<file path="src/design/minv_pkg.sv">
// Shared constants for the modular inverse unit.
package minv_pkg;

    // Default operand and modulus width
    localparam int WORD_BITS = 32;

    // Modulus register value after reset, truncated to the word width where used
    localparam logic [63:0] MODULUS_RESET = 64'd65537;

    // Configuration register indexes
    localparam int REG_MODULUS = 0;

endpackage

</file>
<file path="src/design/minv_in_if.sv">
// Operand channel interface: valid/ready handshake carrying one value.
interface minv_in_if #(
    parameter int WORD_BITS = minv_pkg::WORD_BITS
);
    logic                 valid;
    logic                 ready;
    logic [WORD_BITS-1:0] value;

    modport source (output valid, output value, input ready);
    modport sink   (input valid, input value, output ready);
endinterface

</file>
<file path="src/design/minv_out_if.sv">
// Result channel interface: valid/ready handshake carrying inverse and flag.
interface minv_out_if #(
    parameter int WORD_BITS = minv_pkg::WORD_BITS
);
    logic                 valid;
    logic                 ready;
    logic [WORD_BITS-1:0] inverse;
    logic                 no_inverse;

    modport source (output valid, output inverse, output no_inverse, input ready);
    modport sink   (input valid, input inverse, input no_inverse, output ready);
endinterface

</file>
<file path="src/design/minv_divider.sv">
// Iterative restoring divider: one quotient bit per cycle.
module minv_divider #(
    parameter int WORD_BITS = minv_pkg::WORD_BITS
) (
    input  logic                 clk,
    input  logic                 rst_n,
    input  logic                 start,
    input  logic [WORD_BITS-1:0] dividend,
    input  logic [WORD_BITS-1:0] divisor,
    output logic                 done,
    output logic [WORD_BITS-1:0] quotient,
    output logic [WORD_BITS-1:0] remainder
);
    localparam int CNT_BITS = $clog2(WORD_BITS);

    logic                 busy_reg;
    logic                 done_reg;
    logic [CNT_BITS-1:0]  cnt_reg;
    logic [WORD_BITS-1:0] quo_reg;
    logic [WORD_BITS-1:0] rem_reg;
    logic [WORD_BITS-1:0] dsr_reg;

    logic [WORD_BITS:0]   shifted;
    logic [WORD_BITS+1:0] diff;
    logic                 fits;
    logic [WORD_BITS-1:0] rem_next;
    logic [WORD_BITS-1:0] quo_next;

    // Shift in the next dividend bit and try the subtraction
    always_comb
    begin
        shifted  = {rem_reg, quo_reg[WORD_BITS-1]};
        diff     = {1'b0, shifted} - {2'b00, dsr_reg};
        fits     = !diff[WORD_BITS+1];
        rem_next = fits ? diff[WORD_BITS-1:0] : shifted[WORD_BITS-1:0];
        quo_next = {quo_reg[WORD_BITS-2:0], fits};
    end

    // Sequence control
    always_ff @(posedge clk or negedge rst_n)
    begin
        if (!rst_n)
        begin
            busy_reg <= 1'b0;
            done_reg <= 1'b0;
            cnt_reg  <= '0;
        end
        else
        begin
            done_reg <= 1'b0;
            if (start)
            begin
                busy_reg <= 1'b1;
                cnt_reg  <= CNT_BITS'(WORD_BITS - 1);
            end
            else if (busy_reg)
            begin
                cnt_reg <= cnt_reg - 1'b1;
                if (cnt_reg == '0)
                begin
                    busy_reg <= 1'b0;
                    done_reg <= 1'b1;
                end
            end
        end
    end

    // Datapath: load operands on start, advance one bit while busy
    always_ff @(posedge clk)
    begin
        if (start)
        begin
            quo_reg <= dividend;
            rem_reg <= '0;
            dsr_reg <= divisor;
        end
        else if (busy_reg)
        begin
            quo_reg <= quo_next;
            rem_reg <= rem_next;
        end
    end

    assign done      = done_reg;
    assign quotient  = quo_reg;
    assign remainder = rem_reg;
endmodule

</file>
<file path="src/design/minv_mulmod.sv">
// Iterative modular multiplier: LSB-first shift and add, stops when the multiplier runs out.
module minv_mulmod #(
    parameter int WORD_BITS = minv_pkg::WORD_BITS
) (
    input  logic                 clk,
    input  logic                 rst_n,
    input  logic                 start,
    input  logic [WORD_BITS-1:0] multiplicand,
    input  logic [WORD_BITS-1:0] multiplier,
    input  logic [WORD_BITS-1:0] modulus,
    output logic                 done,
    output logic [WORD_BITS-1:0] product
);
    logic                 busy_reg;
    logic                 done_reg;
    logic [WORD_BITS-1:0] acc_reg;
    logic [WORD_BITS-1:0] base_reg;
    logic [WORD_BITS-1:0] mlt_reg;
    logic [WORD_BITS-1:0] mod_reg;

    logic [WORD_BITS:0]   acc_sum;
    logic [WORD_BITS:0]   base_sum;
    logic [WORD_BITS-1:0] acc_next;
    logic [WORD_BITS-1:0] base_next;

    // Two independent modular adds: acc + base and base + base
    always_comb
    begin
        acc_sum  = {1'b0, acc_reg} + {1'b0, base_reg};
        base_sum = {1'b0, base_reg} + {1'b0, base_reg};
        if (acc_sum >= {1'b0, mod_reg})
            acc_next = WORD_BITS'(acc_sum - {1'b0, mod_reg});
        else
            acc_next = acc_sum[WORD_BITS-1:0];
        if (base_sum >= {1'b0, mod_reg})
            base_next = WORD_BITS'(base_sum - {1'b0, mod_reg});
        else
            base_next = base_sum[WORD_BITS-1:0];
    end

    // Sequence control: finish once no multiplier bits remain
    always_ff @(posedge clk or negedge rst_n)
    begin
        if (!rst_n)
        begin
            busy_reg <= 1'b0;
            done_reg <= 1'b0;
        end
        else
        begin
            done_reg <= 1'b0;
            if (start)
                busy_reg <= 1'b1;
            else if (busy_reg && (mlt_reg == '0))
            begin
                busy_reg <= 1'b0;
                done_reg <= 1'b1;
            end
        end
    end

    // Datapath
    always_ff @(posedge clk)
    begin
        if (start)
        begin
            acc_reg  <= '0;
            base_reg <= multiplicand;
            mlt_reg  <= multiplier;
            mod_reg  <= modulus;
        end
        else if (busy_reg && (mlt_reg != '0))
        begin
            if (mlt_reg[0])
                acc_reg <= acc_next;
            base_reg <= base_next;
            mlt_reg  <= mlt_reg >> 1;
        end
    end

    assign done    = done_reg;
    assign product = acc_reg;
endmodule

</file>
<file path="src/design/modular_inverse_unit.sv">
// Top level of the modular inverse unit: register port, Euclid sequencer and result register.
//
// Returns the inverse of each operand value modulo the programmed modulus by the extended
// Euclidean algorithm, with the Bezout coefficient kept reduced modulo the modulus. When no
// inverse exists (value zero or sharing a factor with the modulus, or modulus zero) the result
// is 0 with no_inverse set; a modulus of one gives 0 with no_inverse clear. One operand is in
// flight at a time. Accepting an operand starts the reduction of the operand modulo the
// modulus; each Euclid quotient step then runs the shared bit-serial divider and then the
// bit-serial modular multiplier, and a last check state and the finish state move the
// answer to the result register. The finish state repeats while an earlier answer still
// waits in the result register. At 32 bits a typical operand needs about 20 quotient steps
// and the worst case about 46; modulus zero or one skips the divider and goes straight to
// the finish state. The result register lets the next operand be taken while the previous
// answer waits. The modulus register sits at byte address 0; the user must see that it is
// written only while the unit is idle, as the unit itself does not enforce this.
module modular_inverse_unit #(
    parameter int WORD_BITS = minv_pkg::WORD_BITS,
    localparam int PDATA_BITS = (WORD_BITS > 32) ? 64 : 32,
    localparam int ADDR_LSB = (WORD_BITS > 32) ? 3 : 2,
    localparam int PADDR_BITS = ADDR_LSB + 1
) (
    input  logic                  clk,
    input  logic                  rst_n,
    input  logic                  psel,
    input  logic                  penable,
    input  logic                  pwrite,
    input  logic [PADDR_BITS-1:0] paddr,
    input  logic [PDATA_BITS-1:0] pwdata,
    output logic [PDATA_BITS-1:0] prdata,
    output logic                  pready,
    minv_in_if.sink               operand,
    minv_out_if.source            result
);
    import minv_pkg::*;

    localparam logic [2:0] ST_IDLE   = 3'd0;
    localparam logic [2:0] ST_REDUCE = 3'd1;
    localparam logic [2:0] ST_CHECK  = 3'd2;
    localparam logic [2:0] ST_DIV    = 3'd3;
    localparam logic [2:0] ST_MUL    = 3'd4;
    localparam logic [2:0] ST_FINISH = 3'd5;

    logic [WORD_BITS-1:0] modulus_reg;
    logic [2:0]           state_reg, state_next;
    logic [WORD_BITS-1:0] r_prev_reg, r_prev_next;
    logic [WORD_BITS-1:0] r_cur_reg, r_cur_next;
    logic [WORD_BITS-1:0] r_new_reg, r_new_next;
    logic [WORD_BITS-1:0] t_prev_reg, t_prev_next;
    logic [WORD_BITS-1:0] t_cur_reg, t_cur_next;
    logic [WORD_BITS-1:0] fin_inv_reg, fin_inv_next;
    logic                 fin_none_reg, fin_none_next;
    logic                 res_valid_reg, res_valid_next;
    logic [WORD_BITS-1:0] res_inv_reg;
    logic                 res_none_reg;

    logic                 reg_sel;
    logic                 cfg_write;
    logic                 accept;
    logic                 res_load;

    logic                 div_start;
    logic [WORD_BITS-1:0] div_dividend;
    logic [WORD_BITS-1:0] div_divisor;
    logic                 div_done;
    logic [WORD_BITS-1:0] div_quo;
    logic [WORD_BITS-1:0] div_rem;

    logic                 mul_start;
    logic [WORD_BITS-1:0] mul_multiplier;
    logic                 mul_done;
    logic [WORD_BITS-1:0] mul_product;
    logic [WORD_BITS-1:0] t_step;

    // Register port decode
    assign reg_sel   = (paddr[PADDR_BITS-1:ADDR_LSB] == 1'(REG_MODULUS));
    assign cfg_write = psel && penable && pwrite && pready;
    assign pready    = 1'b1;
    assign prdata    = reg_sel ? PDATA_BITS'(modulus_reg) : '0;

    // Modulus register
    always_ff @(posedge clk or negedge rst_n)
    begin
        if (!rst_n)
            modulus_reg <= MODULUS_RESET[WORD_BITS-1:0];
        else if (cfg_write && reg_sel)
            modulus_reg <= pwdata[WORD_BITS-1:0];
    end

    assign accept         = operand.valid && operand.ready;
    assign operand.ready  = (state_reg == ST_IDLE);
    assign res_load       = (state_reg == ST_FINISH) && (!res_valid_reg || result.ready);

    // New coefficient: t_prev - q * t_cur, kept in [0, modulus)
    assign t_step = (t_prev_reg >= mul_product)
                  ? (t_prev_reg - mul_product)
                  : (t_prev_reg - mul_product + modulus_reg);

    // Euclid sequencer
    always_comb
    begin
        state_next     = state_reg;
        r_prev_next    = r_prev_reg;
        r_cur_next     = r_cur_reg;
        r_new_next     = r_new_reg;
        t_prev_next    = t_prev_reg;
        t_cur_next     = t_cur_reg;
        fin_inv_next   = fin_inv_reg;
        fin_none_next  = fin_none_reg;
        div_start      = 1'b0;
        div_dividend   = r_prev_reg;
        div_divisor    = r_cur_reg;
        mul_start      = 1'b0;
        mul_multiplier = (div_quo == modulus_reg) ? '0 : div_quo;
        case (state_reg)
            ST_IDLE:
            begin
                div_dividend = operand.value;
                div_divisor  = modulus_reg;
                if (accept)
                begin
                    if (modulus_reg == '0)
                    begin
                        fin_inv_next  = '0;
                        fin_none_next = 1'b1;
                        state_next    = ST_FINISH;
                    end
                    else if (modulus_reg == WORD_BITS'(1))
                    begin
                        fin_inv_next  = '0;
                        fin_none_next = 1'b0;
                        state_next    = ST_FINISH;
                    end
                    else
                    begin
                        div_start  = 1'b1;
                        state_next = ST_REDUCE;
                    end
                end
            end
            ST_REDUCE:
            begin
                if (div_done)
                begin
                    r_prev_next = modulus_reg;
                    r_cur_next  = div_rem;
                    t_prev_next = '0;
                    t_cur_next  = WORD_BITS'(1);
                    state_next  = ST_CHECK;
                end
            end
            ST_CHECK:
            begin
                if (r_cur_reg == '0)
                begin
                    if (r_prev_reg == WORD_BITS'(1))
                    begin
                        fin_inv_next  = t_prev_reg;
                        fin_none_next = 1'b0;
                    end
                    else
                    begin
                        fin_inv_next  = '0;
                        fin_none_next = 1'b1;
                    end
                    state_next = ST_FINISH;
                end
                else
                begin
                    div_start  = 1'b1;
                    state_next = ST_DIV;
                end
            end
            ST_DIV:
            begin
                if (div_done)
                begin
                    r_new_next = div_rem;
                    mul_start  = 1'b1;
                    state_next = ST_MUL;
                end
            end
            ST_MUL:
            begin
                if (mul_done)
                begin
                    r_prev_next = r_cur_reg;
                    r_cur_next  = r_new_reg;
                    t_prev_next = t_cur_reg;
                    t_cur_next  = t_step;
                    state_next  = ST_CHECK;
                end
            end
            ST_FINISH:
            begin
                if (res_load)
                    state_next = ST_IDLE;
            end
            default:
            begin
                state_next = ST_IDLE;
            end
        endcase
    end

    // Result register valid: set on load, drop after transfer
    always_comb
    begin
        if (res_load)
            res_valid_next = 1'b1;
        else if (result.ready)
            res_valid_next = 1'b0;
        else
            res_valid_next = res_valid_reg;
    end

    // Control state
    always_ff @(posedge clk or negedge rst_n)
    begin
        if (!rst_n)
        begin
            state_reg     <= ST_IDLE;
            res_valid_reg <= 1'b0;
        end
        else
        begin
            state_reg     <= state_next;
            res_valid_reg <= res_valid_next;
        end
    end

    // Working values and result payload
    always_ff @(posedge clk)
    begin
        r_prev_reg   <= r_prev_next;
        r_cur_reg    <= r_cur_next;
        r_new_reg    <= r_new_next;
        t_prev_reg   <= t_prev_next;
        t_cur_reg    <= t_cur_next;
        fin_inv_reg  <= fin_inv_next;
        fin_none_reg <= fin_none_next;
        if (res_load)
        begin
            res_inv_reg  <= fin_inv_reg;
            res_none_reg <= fin_none_reg;
        end
    end

    assign result.valid      = res_valid_reg;
    assign result.inverse    = res_inv_reg;
    assign result.no_inverse = res_none_reg;

    // Shared bit-serial divider
    minv_divider #(
        .WORD_BITS (WORD_BITS)
    ) u_divider (
        .clk       (clk),
        .rst_n     (rst_n),
        .start     (div_start),
        .dividend  (div_dividend),
        .divisor   (div_divisor),
        .done      (div_done),
        .quotient  (div_quo),
        .remainder (div_rem)
    );

    // Bit-serial modular multiplier for q * t_cur
    minv_mulmod #(
        .WORD_BITS (WORD_BITS)
    ) u_mulmod (
        .clk          (clk),
        .rst_n        (rst_n),
        .start        (mul_start),
        .multiplicand (t_cur_reg),
        .multiplier   (mul_multiplier),
        .modulus      (modulus_reg),
        .done         (mul_done),
        .product      (mul_product)
    );
endmodule
</file>
<file path="src/flat_wrapper.sv">
// flat-port wrapper written by rule: the top's interface ports become plain ports
module modular_inverse_unit_flat import minv_pkg::*;
#(
    parameter int WORD_BITS = minv_pkg::WORD_BITS,
    localparam int PDATA_BITS = (WORD_BITS > 32) ? 64 : 32,
    localparam int ADDR_LSB = (WORD_BITS > 32) ? 3 : 2,
    localparam int PADDR_BITS = ADDR_LSB + 1
)
  (clk, rst_n, psel, penable, pwrite, paddr, pwdata, prdata, pready, operand_valid, operand_value, operand_ready, result_valid, result_inverse, result_no_inverse, result_ready);
  minv_in_if #(.WORD_BITS(WORD_BITS)) operand_i ();
  minv_out_if #(.WORD_BITS(WORD_BITS)) result_i ();
  input  logic clk;
  input  logic rst_n;
  input  logic psel;
  input  logic penable;
  input  logic pwrite;
  input  logic [PADDR_BITS-1:0] paddr;
  input  logic [PDATA_BITS-1:0] pwdata;
  output logic [PDATA_BITS-1:0] prdata;
  output logic pready;
  input wire logic [$bits(operand_i.valid)-1:0] operand_valid;
  input wire logic [$bits(operand_i.value)-1:0] operand_value;
  output wire logic [$bits(operand_i.ready)-1:0] operand_ready;
  output wire logic [$bits(result_i.valid)-1:0] result_valid;
  output wire logic [$bits(result_i.inverse)-1:0] result_inverse;
  output wire logic [$bits(result_i.no_inverse)-1:0] result_no_inverse;
  input wire logic [$bits(result_i.ready)-1:0] result_ready;
  assign operand_i.valid = operand_valid;
  assign operand_i.value = operand_value;
  assign operand_ready = operand_i.ready;
  assign result_valid = result_i.valid;
  assign result_inverse = result_i.inverse;
  assign result_no_inverse = result_i.no_inverse;
  assign result_i.ready = result_ready;
  modular_inverse_unit #(.WORD_BITS(WORD_BITS)) u_core (.clk(clk), .rst_n(rst_n), .psel(psel), .penable(penable), .pwrite(pwrite), .paddr(paddr), .pwdata(pwdata), .prdata(prdata), .pready(pready), .operand(operand_i), .result(result_i));
endmodule
</file>
<file path="config.mk">
export PLATFORM = sky130hd
export DESIGN_NAME = modular_inverse_unit_flat
export DESIGN_NICKNAME = d
export VERILOG_FILES = /design/src/design/minv_pkg.sv /design/src/design/minv_in_if.sv /design/src/design/minv_out_if.sv /design/src/design/minv_divider.sv /design/src/design/minv_mulmod.sv /design/src/design/modular_inverse_unit.sv /design/src/flat_wrapper.sv
export SDC_FILE = /design/constraint.sdc
export NUM_CORES = 1
export LEC_CHECK = 0
export BUFFER_PORTS_ARGS = -buffer_cell sky130_fd_sc_hd__buf_2
export CAP_MARGIN = 20
export CELL_PAD_IN_SITES_DETAIL_PLACEMENT = 0
export CELL_PAD_IN_SITES_GLOBAL_PLACEMENT = 2
export CORE_ASPECT_RATIO = 0.6
export CORE_MARGIN = 2
export CORE_UTILIZATION = 44
export DETAILED_ROUTE_END_ITERATION = 7
export PLACE_DENSITY = 0.95
export SETUP_SLACK_MARGIN = 0.4
export SYNTH_ARGS = -nofsm -noshare
export SYNTH_HDL_FRONTEND = slang
export SYNTH_SLANG_ARGS = --single-unit
</file>
<file path="constraint.sdc">
create_clock -name clk -period 11.8 [get_ports clk]
set_clock_uncertainty 0.05 [all_clocks]
set_input_delay 1.18 -clock clk [delete_from_list [all_inputs] [get_ports clk]]
set_output_delay 1.18 -clock clk [all_outputs]
set_load 0.005 [all_outputs]
</file>
# Word level (Yosys, flattened, before mapping)
# Index checks and enable logic that the tools add are counted.
# classes
add_sub_neg,8
order_cmp,3
n_eq_ne,15
mux,68
bitwise_logic,1
n_reduce_logical,27
# ops
op,n
2-to-1 mux 32 bit,27
case mux 32 bit (2 select lines),5
zero test 32 bit,3
subtractor 32 bit,3
adder 32 x 32 -> 33 bit,2
>= comparator 33 x 32 -> 1 bit,2
"equality test 32 x 1 -> 1 bit, second input constant",2
subtractor 33 x 32 -> 34 bit,1
adder 32 bit,1
equality test 32 bit,1
>= comparator 32 bit,1
nonzero test 32 bit,1
2-to-1 mux 3 bit,8
2-to-1 mux 1 bit,23
case mux 3 bit (6 select lines),1
nonzero test 2 bit,6
2-to-1 mux 5 bit,2
"!= test 2 bit, second input constant",4
logical AND 1 bit,7
"equality test 3 x 2 -> 1 bit, second input constant",2
"equality test 3 bit, second input constant",2
zero test 5 bit,1
AND reduction 5 bit,1
"subtractor 5 x 1 -> 5 bit, second input constant",1
11 further kinds,15
# word_totals
reg_bits,495

# Longest topological paths before layout
# Gate-level depths: netlist of run 1.
# depth
word_depth,6
depth_mapped,24

# Modules after synthesis
# A second synthesis of run 1 with hierarchy kept.
# unflattened
hier_cells,3243
hier_area_um2,31976.9
# modules_own_cells
mod,instances,cells_per_inst,area_each_um2,seq_area_each_um2
modular_inverse_unit,1,1485,15434.8,7689.9
minv_mulmod,1,1139,10481.3,3573.4
minv_divider,1,619,6060.8,2737.6

# Worst setup path after synthesis of run 1
# No wires, ideal clock.
# synth_path
path_type,reg2reg
startpoint,reg u_core.state_reg[0]
endpoint,"reg u_core.r_cur_reg[0], enable pin"
setup_time_ns,0.617
arrival_time_ns,6.252
required_ns,11.133
path_slack_ns,4.881
path_stages_with_launch,5
period_less_slack_ns,6.919
path_cell_list,dfrtp_1 > clkbuf_1 > clkbuf_1 > a21oi_1 > nor2_1
# synth_via
elab_chain_cells,3
elab_cells_between_ends,6
cone_classes,4 x eq/ne; 2 x reduce/logical
# synth_lines
element,line,source
"start, declared",modular_inverse_unit.sv:44,"logic [2:0] state_reg, state_next;"
"start signal, assigned",modular_inverse_unit.sv:226,state_reg <= state_next;
equality test 3 x 1 -> 1 bit or equality test 3 bit (tied branches),modular_inverse_unit.sv:114,case (state_reg)
!= test 2 bit (no line) or nonzero test 2 bit (tied branches),--,
AND reduction 3 bit (no line) *,--,
"end signal, assigned",modular_inverse_unit.sv:235,r_cur_reg <= r_cur_next;
"end, declared",modular_inverse_unit.sv:46,"logic [WORD_BITS-1:0] r_cur_reg, r_cur_next;"
# Every way passes the cells marked *; elsewhere a longest branch is shown, timed or not.
# A chain may end at the register's enable or synchronous reset.

# Worst setup path in the final report of run 1
# layout_path
startpoint,reg u_core.u_mulmod.base_reg[1]
endpoint,"reg u_core.u_mulmod.acc_reg[0], in the netlist u_core.u_mulmod.product[0]"
# layout_via
elab_chain_cells,3
# layout_lines
element,line,source
"start, declared",minv_mulmod.sv:17,logic [WORD_BITS-1:0] base_reg;
"start signal, assigned",minv_mulmod.sv:68,base_reg <= multiplicand;
"start signal, assigned",minv_mulmod.sv:76,base_reg <= base_next;
adder 32 x 32 -> 33 bit,minv_mulmod.sv:29,"acc_sum = {1'b0, acc_reg} + {1'b0, base_reg};"
>= comparator 33 x 32 -> 1 bit,minv_mulmod.sv:31,"if (acc_sum >= {1'b0, mod_reg})"
2-to-1 mux 32 bit,minv_mulmod.sv:31,
"end signal, assigned",minv_mulmod.sv:75,acc_reg <= acc_next;
"end, declared",minv_mulmod.sv:16,logic [WORD_BITS-1:0] acc_reg;
# Every way passes these cells.

==> results.yml, run 1 <==
run_status:
  status: "finished, final reports clean"
sta:
  period_needed_ns: 7.00
  worstMarginPinSlew_ns: 1.15
  setup_viol: 0
  max-slew-margin-rel_pct: 22.9
  rsz0062_at_grt: "no"
  setup_slack_ns: 4.80
  hold_viol: 0
  worst_hold_slack_ns: 0.362
  fmax_ghz: 0.143
  slew_violations: 0
  finalSetupTns_ns: 0
  period_share_pct: 59.3
logic_synthesis:
  ys_seq_elements: 495
  synth_top_area_cell: "edfxtp_1"
  synth-main-ff-cell: "edfxtp_1"
  synthDistinctLibCells: 90
  synthMostInstantiatedCell: "nand2_1"
  netlist_instances: 3110
  synthDominantCellAreaShare_pct: 37.9
  synth_commonest_cells: "nand2_1, edfxtp_1, a21oi_1"
  synth.yosys.warnings: 0
  yosysSeqAreaShare_pct: 45.8
  syn_area_um2: 30600
  ys_top_cells_by_area: "edfxtp_1, ha_1, nand2_1, dfxtp_1, xnor2_1"
  async_flop_share_pct: 9.09
  synth_nets: 3383
  syn_avg_cell_area_um2: 9.83
  synth_edf_count: 386
setup_path:
  crit_path_end_kind: "register"
  arrival_ns: 7.48
  reg2reg_slack_ns: 4.80
  worstSetupPathType: "reg -> reg"
  r2r_end: "u_core.u_mulmod.product[0]$_SDFFE_PP0P_"
  path_max_fanout: 31
  cp-start-kind: "register"
  cp.required_ns: 12.28
  r2r_start: "u_core.u_mulmod.base_reg[1]$_DFFE_PP_"
  r2r_cells: 20
placement:
  port_buffers: 138
  gp_congestion: 0.936
  dp_cells: 4071
  dpl-instance-area_um2: 32200
  place_ws_ns: 5.08
  place_hpwl_um: 70200
clocking:
  root_buffer: "clkbuf_16"
  tritoncts: "built"
  cts.sinks: 495
  insertion_delay_ns: 0.62
  path_clk_slew_ns: 0.07
  holdBufCountCts: 0
  cts-resized-gates: 0
  cts_setup_buffers: 0
  numCtsBuffers: 49
  htree_levels: 2
  clock_path_buffers: 3
worst_hold_path:
  min_from: "u_core.fin_inv_reg[19]$_SDFFCE_PN0P_"
  hold_path.class: "reg -> reg"
  worstHoldPathCells: 0
  hold_path_end: "u_core.result.inverse[19]$_DFFE_PP_"
power:
  powerDensity_nw_per_um2: 268
  internal_power_mw: 5.11
  netSwitchingFraction_pct: 43.7
  clkPwrFrac_pct: 18.2
  ir_worst_vdd_v: 0.000112
  combPwrFrac_pct: 52.8
  p_leak_nw: 13.7
  p_seq_share_pct: 29.0
  p_total_mw: 9.07
  power_switching_mw: 3.96
grt:
  antenna_found_initial: 3
  grt_pass1_vias: 23100
  grt_max_degree: 78
  grt-ovfl-total: 0
  grtUsageTotal_pct: 26.2
  grt_pass1_wl_um: 144000
final_layout:
  layout-drive-gt1-share_pct: 11.0
  fill_cells: 6291
  area_delta_synth_final_pct: 10.8
  nets: 3483
  final_cells: 4164
  stdcell_area_um2: 33900
  final_util_pct: 49.5
route:
  vias: 25000
  drtAntennaViolNets: 0
  drt_pre_antenna_iters: 6
  drc: 0
  drt-initial-drc-count: 2734
  routed_wl_um: 95000
  vias_per_cell: 6.00
  wire_per_inst_um: 22.8
die:
  rows: 74
  core_area_um2: 68400
  fp.dieH_um: 208
  die_width_um: 344
  pin_count: 142
  dieArea_um2: 71700
  initial_core_util_pct: 44.7
job:
  cap_violations: 0
[critical path: stages, from the launching register on]
cell	delay, ns
edfxtp_1	0.49
ha_1	0.35
a211oi_1	0.23
nor2_1	0.12
o31ai_1	0.76
o32ai_1	0.36
o32ai_1	1.05
o31ai_1	0.16
a21oi_1	0.22
xnor2_1	0.14
ha_1	0.48
nand3_1	0.15
nor3_1	0.54
nand3_1	0.19
nand2_1	0.10
a21o_1	0.10
a41oi_1	0.08
or2_0	0.44
nand2_8	0.34
mux2_2	0.38
o22ai_1	0.14
[area by class of cell]
type	instances	area, µm²	area share (%)
diodes	2	5.00	0.0148
clock buffers	57	1280	3.77
clock inverters	34	350	1.03
inverters	157	591	1.74
multi-input cells	2331	15500	45.8
flip-flops and latches	495	14000	41.4
well taps	912	1140	3.37
repair buffers	176	973	2.88
[power by group through the flow]
stage / registers (mW) / clock network (mW) / logic, mW
global placement: 2.64 / 0 / 4.58
floorplan: 2.48 / 0 / 3.62
global route: 2.66 / 1.74 / 5.31
CTS: 2.62 / 1.67 / 4.70
detailed placement: 2.65 / 0 / 4.66
finish: 2.63 / 1.65 / 4.79
[cells in the final DEF, fill, tap and decap left out, types with 57 or more instances in the layout]
cell	Yosys	final
inv_1	156	156
nand2_1	426	423
xnor2_1	141	141
dfxtp_1	64	64
mux2_2	65	65
a21o_1	82	82
mux2i_1	75	75
buf_2	11	139
ha_1	193	193
edfxtp_1	386	386
nor2b_1	57	57
a31oi_1	59	59
o21ai_0	190	190
a21oi_1	224	223
nor2_1	195	191
[per-layer routing]
layer	global-route usage, %	share of wire (%)	wire [µm]	vias to the layer above
li1	-	-	-	11600
met1	43.0	49	46800	12200
met2	34.2	39	36600	1139
met3	5.84	10	9970	96
met4	5.34	1.6	1550	0
met5	0	0	0	-
[logic make-up (layout without fill, tap and decap cells)]
group | after synthesis | after routing | share of synthesized area, %
AOI/OAI and AO/OA | 790 | 790 | 16.4
xor gates and xnor gates | 196 | 196 | 5.62
adders and majority gates | 199 | 199 | 8.29
buffers and inverters | 284 | 424 | 3.68
DFF | 495 | 495 | 45.8
muxes | 140 | 140 | 4.85
other | 1 | 3 | 0.0123
and+or+nand+nor | 1005 | 1005 | 15.3
[worst max path at each step]
stage                                                startpoint                                 endpoint  slack (ns)  cells after the start
after floorplan                 u_core.state_reg[0]$_DFFE_PN0P_            u_core.r_cur_reg[0]$_DFFE_PP_        4.88                      4
after global placement    u_core.u_mulmod.base_reg[1]$_DFFE_PP_  u_core.u_mulmod.product[0]$_SDFFE_PP0P_        5.12                     20
final                     u_core.u_mulmod.base_reg[1]$_DFFE_PP_  u_core.u_mulmod.product[0]$_SDFFE_PP0P_        4.80                     20
after global routing      u_core.u_mulmod.base_reg[1]$_DFFE_PP_  u_core.u_mulmod.product[0]$_SDFFE_PP0P_        4.53                     20
after detailed placement  u_core.u_mulmod.base_reg[1]$_DFFE_PP_  u_core.u_mulmod.product[0]$_SDFFE_PP0P_        5.08                     20
after CTS                 u_core.u_mulmod.base_reg[1]$_DFFE_PP_  u_core.u_mulmod.product[0]$_SDFFE_PP0P_        5.02                     20
Power figures use the tool's default switching activity.
==> run 2: changes to the inputs <==
- CORE_UTILIZATION: 44 -> 37
- PLACE_DENSITY: 0.95 -> 0.88
- clock period: 11.8 -> 6.3 ns (I/O delays scaled with it)
==> results.yml, run 2 (same netlist as run 1, synthesis figures left out) <==
power:
  p_leak_nw: 13.8
  ir_worst_vdd_v: 0.000206
  powerDensity_nw_per_um2: 497
setup_path:
  crit_path_end_kind: "register"
  r2r_start: "u_core.u_mulmod.base_reg[16]$_DFFE_PP_"
  worst_path_largest_cell_delay_ns: 0.56
  path_max_fanout: 6
  cp_slowest_cell: "or4_1"
  cp.required_ns: 6.79
  r2r_cells: 22
  r2r_end: "u_core.u_mulmod.product[0]$_SDFFE_PP0P_"
  worstSetupPathType: "reg -> reg"
  cp_top_family: "compound AO/OA/AOI/OAI gates"
  cp-start-kind: "register"
  reg2reg_slack_ns: 0.65
  crit_chain: "ha_1 > o21a_1 > o211ai_1 > or3_1 > o32ai_1 > o32ai_1 > buf_4 > o31ai_2 > nor4_1 > a311o_1 > ha_1 > nand3_1 > or4_1 > nor4_2 > buf_4 > nor4_1 > o21ai_1 > a31oi_4 > nand2_8 > buf_12 > mux2_2 > o22ai_1"
  cp_num_buf_inv: 3
  arrival_ns: 6.13
final_layout:
  final_cells: 4355
  stdcell_area_um2: 34300
  diodes: 0
  layout_common_cells: "nand2_1, edfxtp_1, a21oi_1, nor2_1, ha_1"
  final_common_cell: "nand2_1"
  layout-drive-gt1-share_pct: 12.0
  area_delta_synth_final_pct: 12.2
  nets: 3508
  fill_cells: 7970
clocking:
  path_clk_slew_ns: 0.06
  numCtsBuffers: 49
  insertion_delay_ns: 0.62
  cts.sinks: 495
  tritoncts: "built"
  root_buffer: "clkbuf_16"
  clock_path_buffers: 3
  htree_levels: 2
sta:
  finalSetupTns_ns: 0
  period_share_pct: 89.6
  setup_slack_ns: 0.655
  rsz0062_at_grt: "no"
  period_needed_ns: 5.65
  slew_violations: 0
  hold_viol: 0
  worst_hold_slack_ns: 0.106
  worstMarginPinSlew_ns: 1.04
  max-slew-margin-rel_pct: 30.4
  setup_viol: 0
  fmax_ghz: 0.177
route:
  drtAntennaViolNets: 0
  wire_per_inst_um: 22.5
  drt_pre_antenna_iters: 5
  drt-initial-drc-count: 2612
  drc: 0
  vias_per_cell: 5.64
  routed_wl_um: 97800
  vias: 24600
grt:
  grt_pass1_vias: 22100
  grt_max_degree: 74
  grtUsageTotal_pct: 22.7
  antenna_found_initial: 2
  grt-ovfl-total: 0
  grt_pass1_wl_um: 146000
placement:
  place_hpwl_um: 72600
  port_buffers: 138
  dp_cells: 4260
  gp_congestion: 0.916
  place_ws_ns: 0.556
  dpl-instance-area_um2: 32600
job:
  cap_violations: 0
die:
  dieArea_um2: 85000
  rows: 81
  core_area_um2: 81600
  die_width_um: 375
  initial_core_util_pct: 37.5
  pin_count: 142
  fp.dieH_um: 227
worst_hold_path:
  hold_path.class: "in -> async"
run_status:
  status: "finished, final reports clean"
run 2: cell type report:
cell class	instances	area [µm²]	area share [%]
Clock buffer	69	1350	3.94
Clock inverter	23	228	0.664
Inverter	157	591	1.72
Multi-Input combinational cell	2331	15600	45.4
Sequential cell	495	14000	40.8
Tap cell	1079	1350	3.94
Timing Repair Buffer	201	1210	3.52
run 2: metal layers:
metal	global-route usage [%]	wire length, µm	vias to the layer above
met4	3.43	1200	0
met2	27.9	34700	992
li1	-	-	11600
met1	37.6	51100	11900
met3	7.05	10800	73
met5	0	0	-
run 2: power by group:
part	switching (mW)	total [mW]	internal, mW
clock	1.37	3.01	1.63
sequential	0.668	4.90	4.23
combinational	5.41	9.14	3.73
run 2: worst max-delay path by stage:
stage               cells after the start                              startpoint                                  endpoint  slack [ns]
floorplan                              23   u_core.u_mulmod.base_reg[1]$_DFFE_PP_  u_core.u_mulmod.product[30]$_SDFFE_PP0P_        1.45
global placement                       23   u_core.u_mulmod.base_reg[0]$_DFFE_PP_   u_core.u_mulmod.product[0]$_SDFFE_PP0P_        0.63
detailed placement                     23   u_core.u_mulmod.base_reg[0]$_DFFE_PP_   u_core.u_mulmod.product[0]$_SDFFE_PP0P_        0.56
CTS                                    23   u_core.u_mulmod.base_reg[0]$_DFFE_PP_   u_core.u_mulmod.product[0]$_SDFFE_PP0P_        0.48
global route                           23   u_core.u_mulmod.base_reg[0]$_DFFE_PP_  u_core.u_mulmod.product[17]$_SDFFE_PP0P_        0.39
finish                                 22  u_core.u_mulmod.base_reg[16]$_DFFE_PP_   u_core.u_mulmod.product[0]$_SDFFE_PP0P_        0.65
run 2: metrics by stage:
step	utilization, %	power [mW]
2_1_floorplan	-	11.4
3_3_place_gp	40.0	13.8
3_5_place_dp	40.0	13.8
4_1_cts	41.9	16.9
5_1_grt	42.0	18.3
6_report	42.0	17.1
run 2: repair_timing:
| item | CTS | global route |
|---|---|---|
| gates resized for setup | 0 | 11 |
| hold buffers | 0 | 0 |
| setup endpoints to repair | 0 | 32 |
| buffers inserted | 0 | 1 |
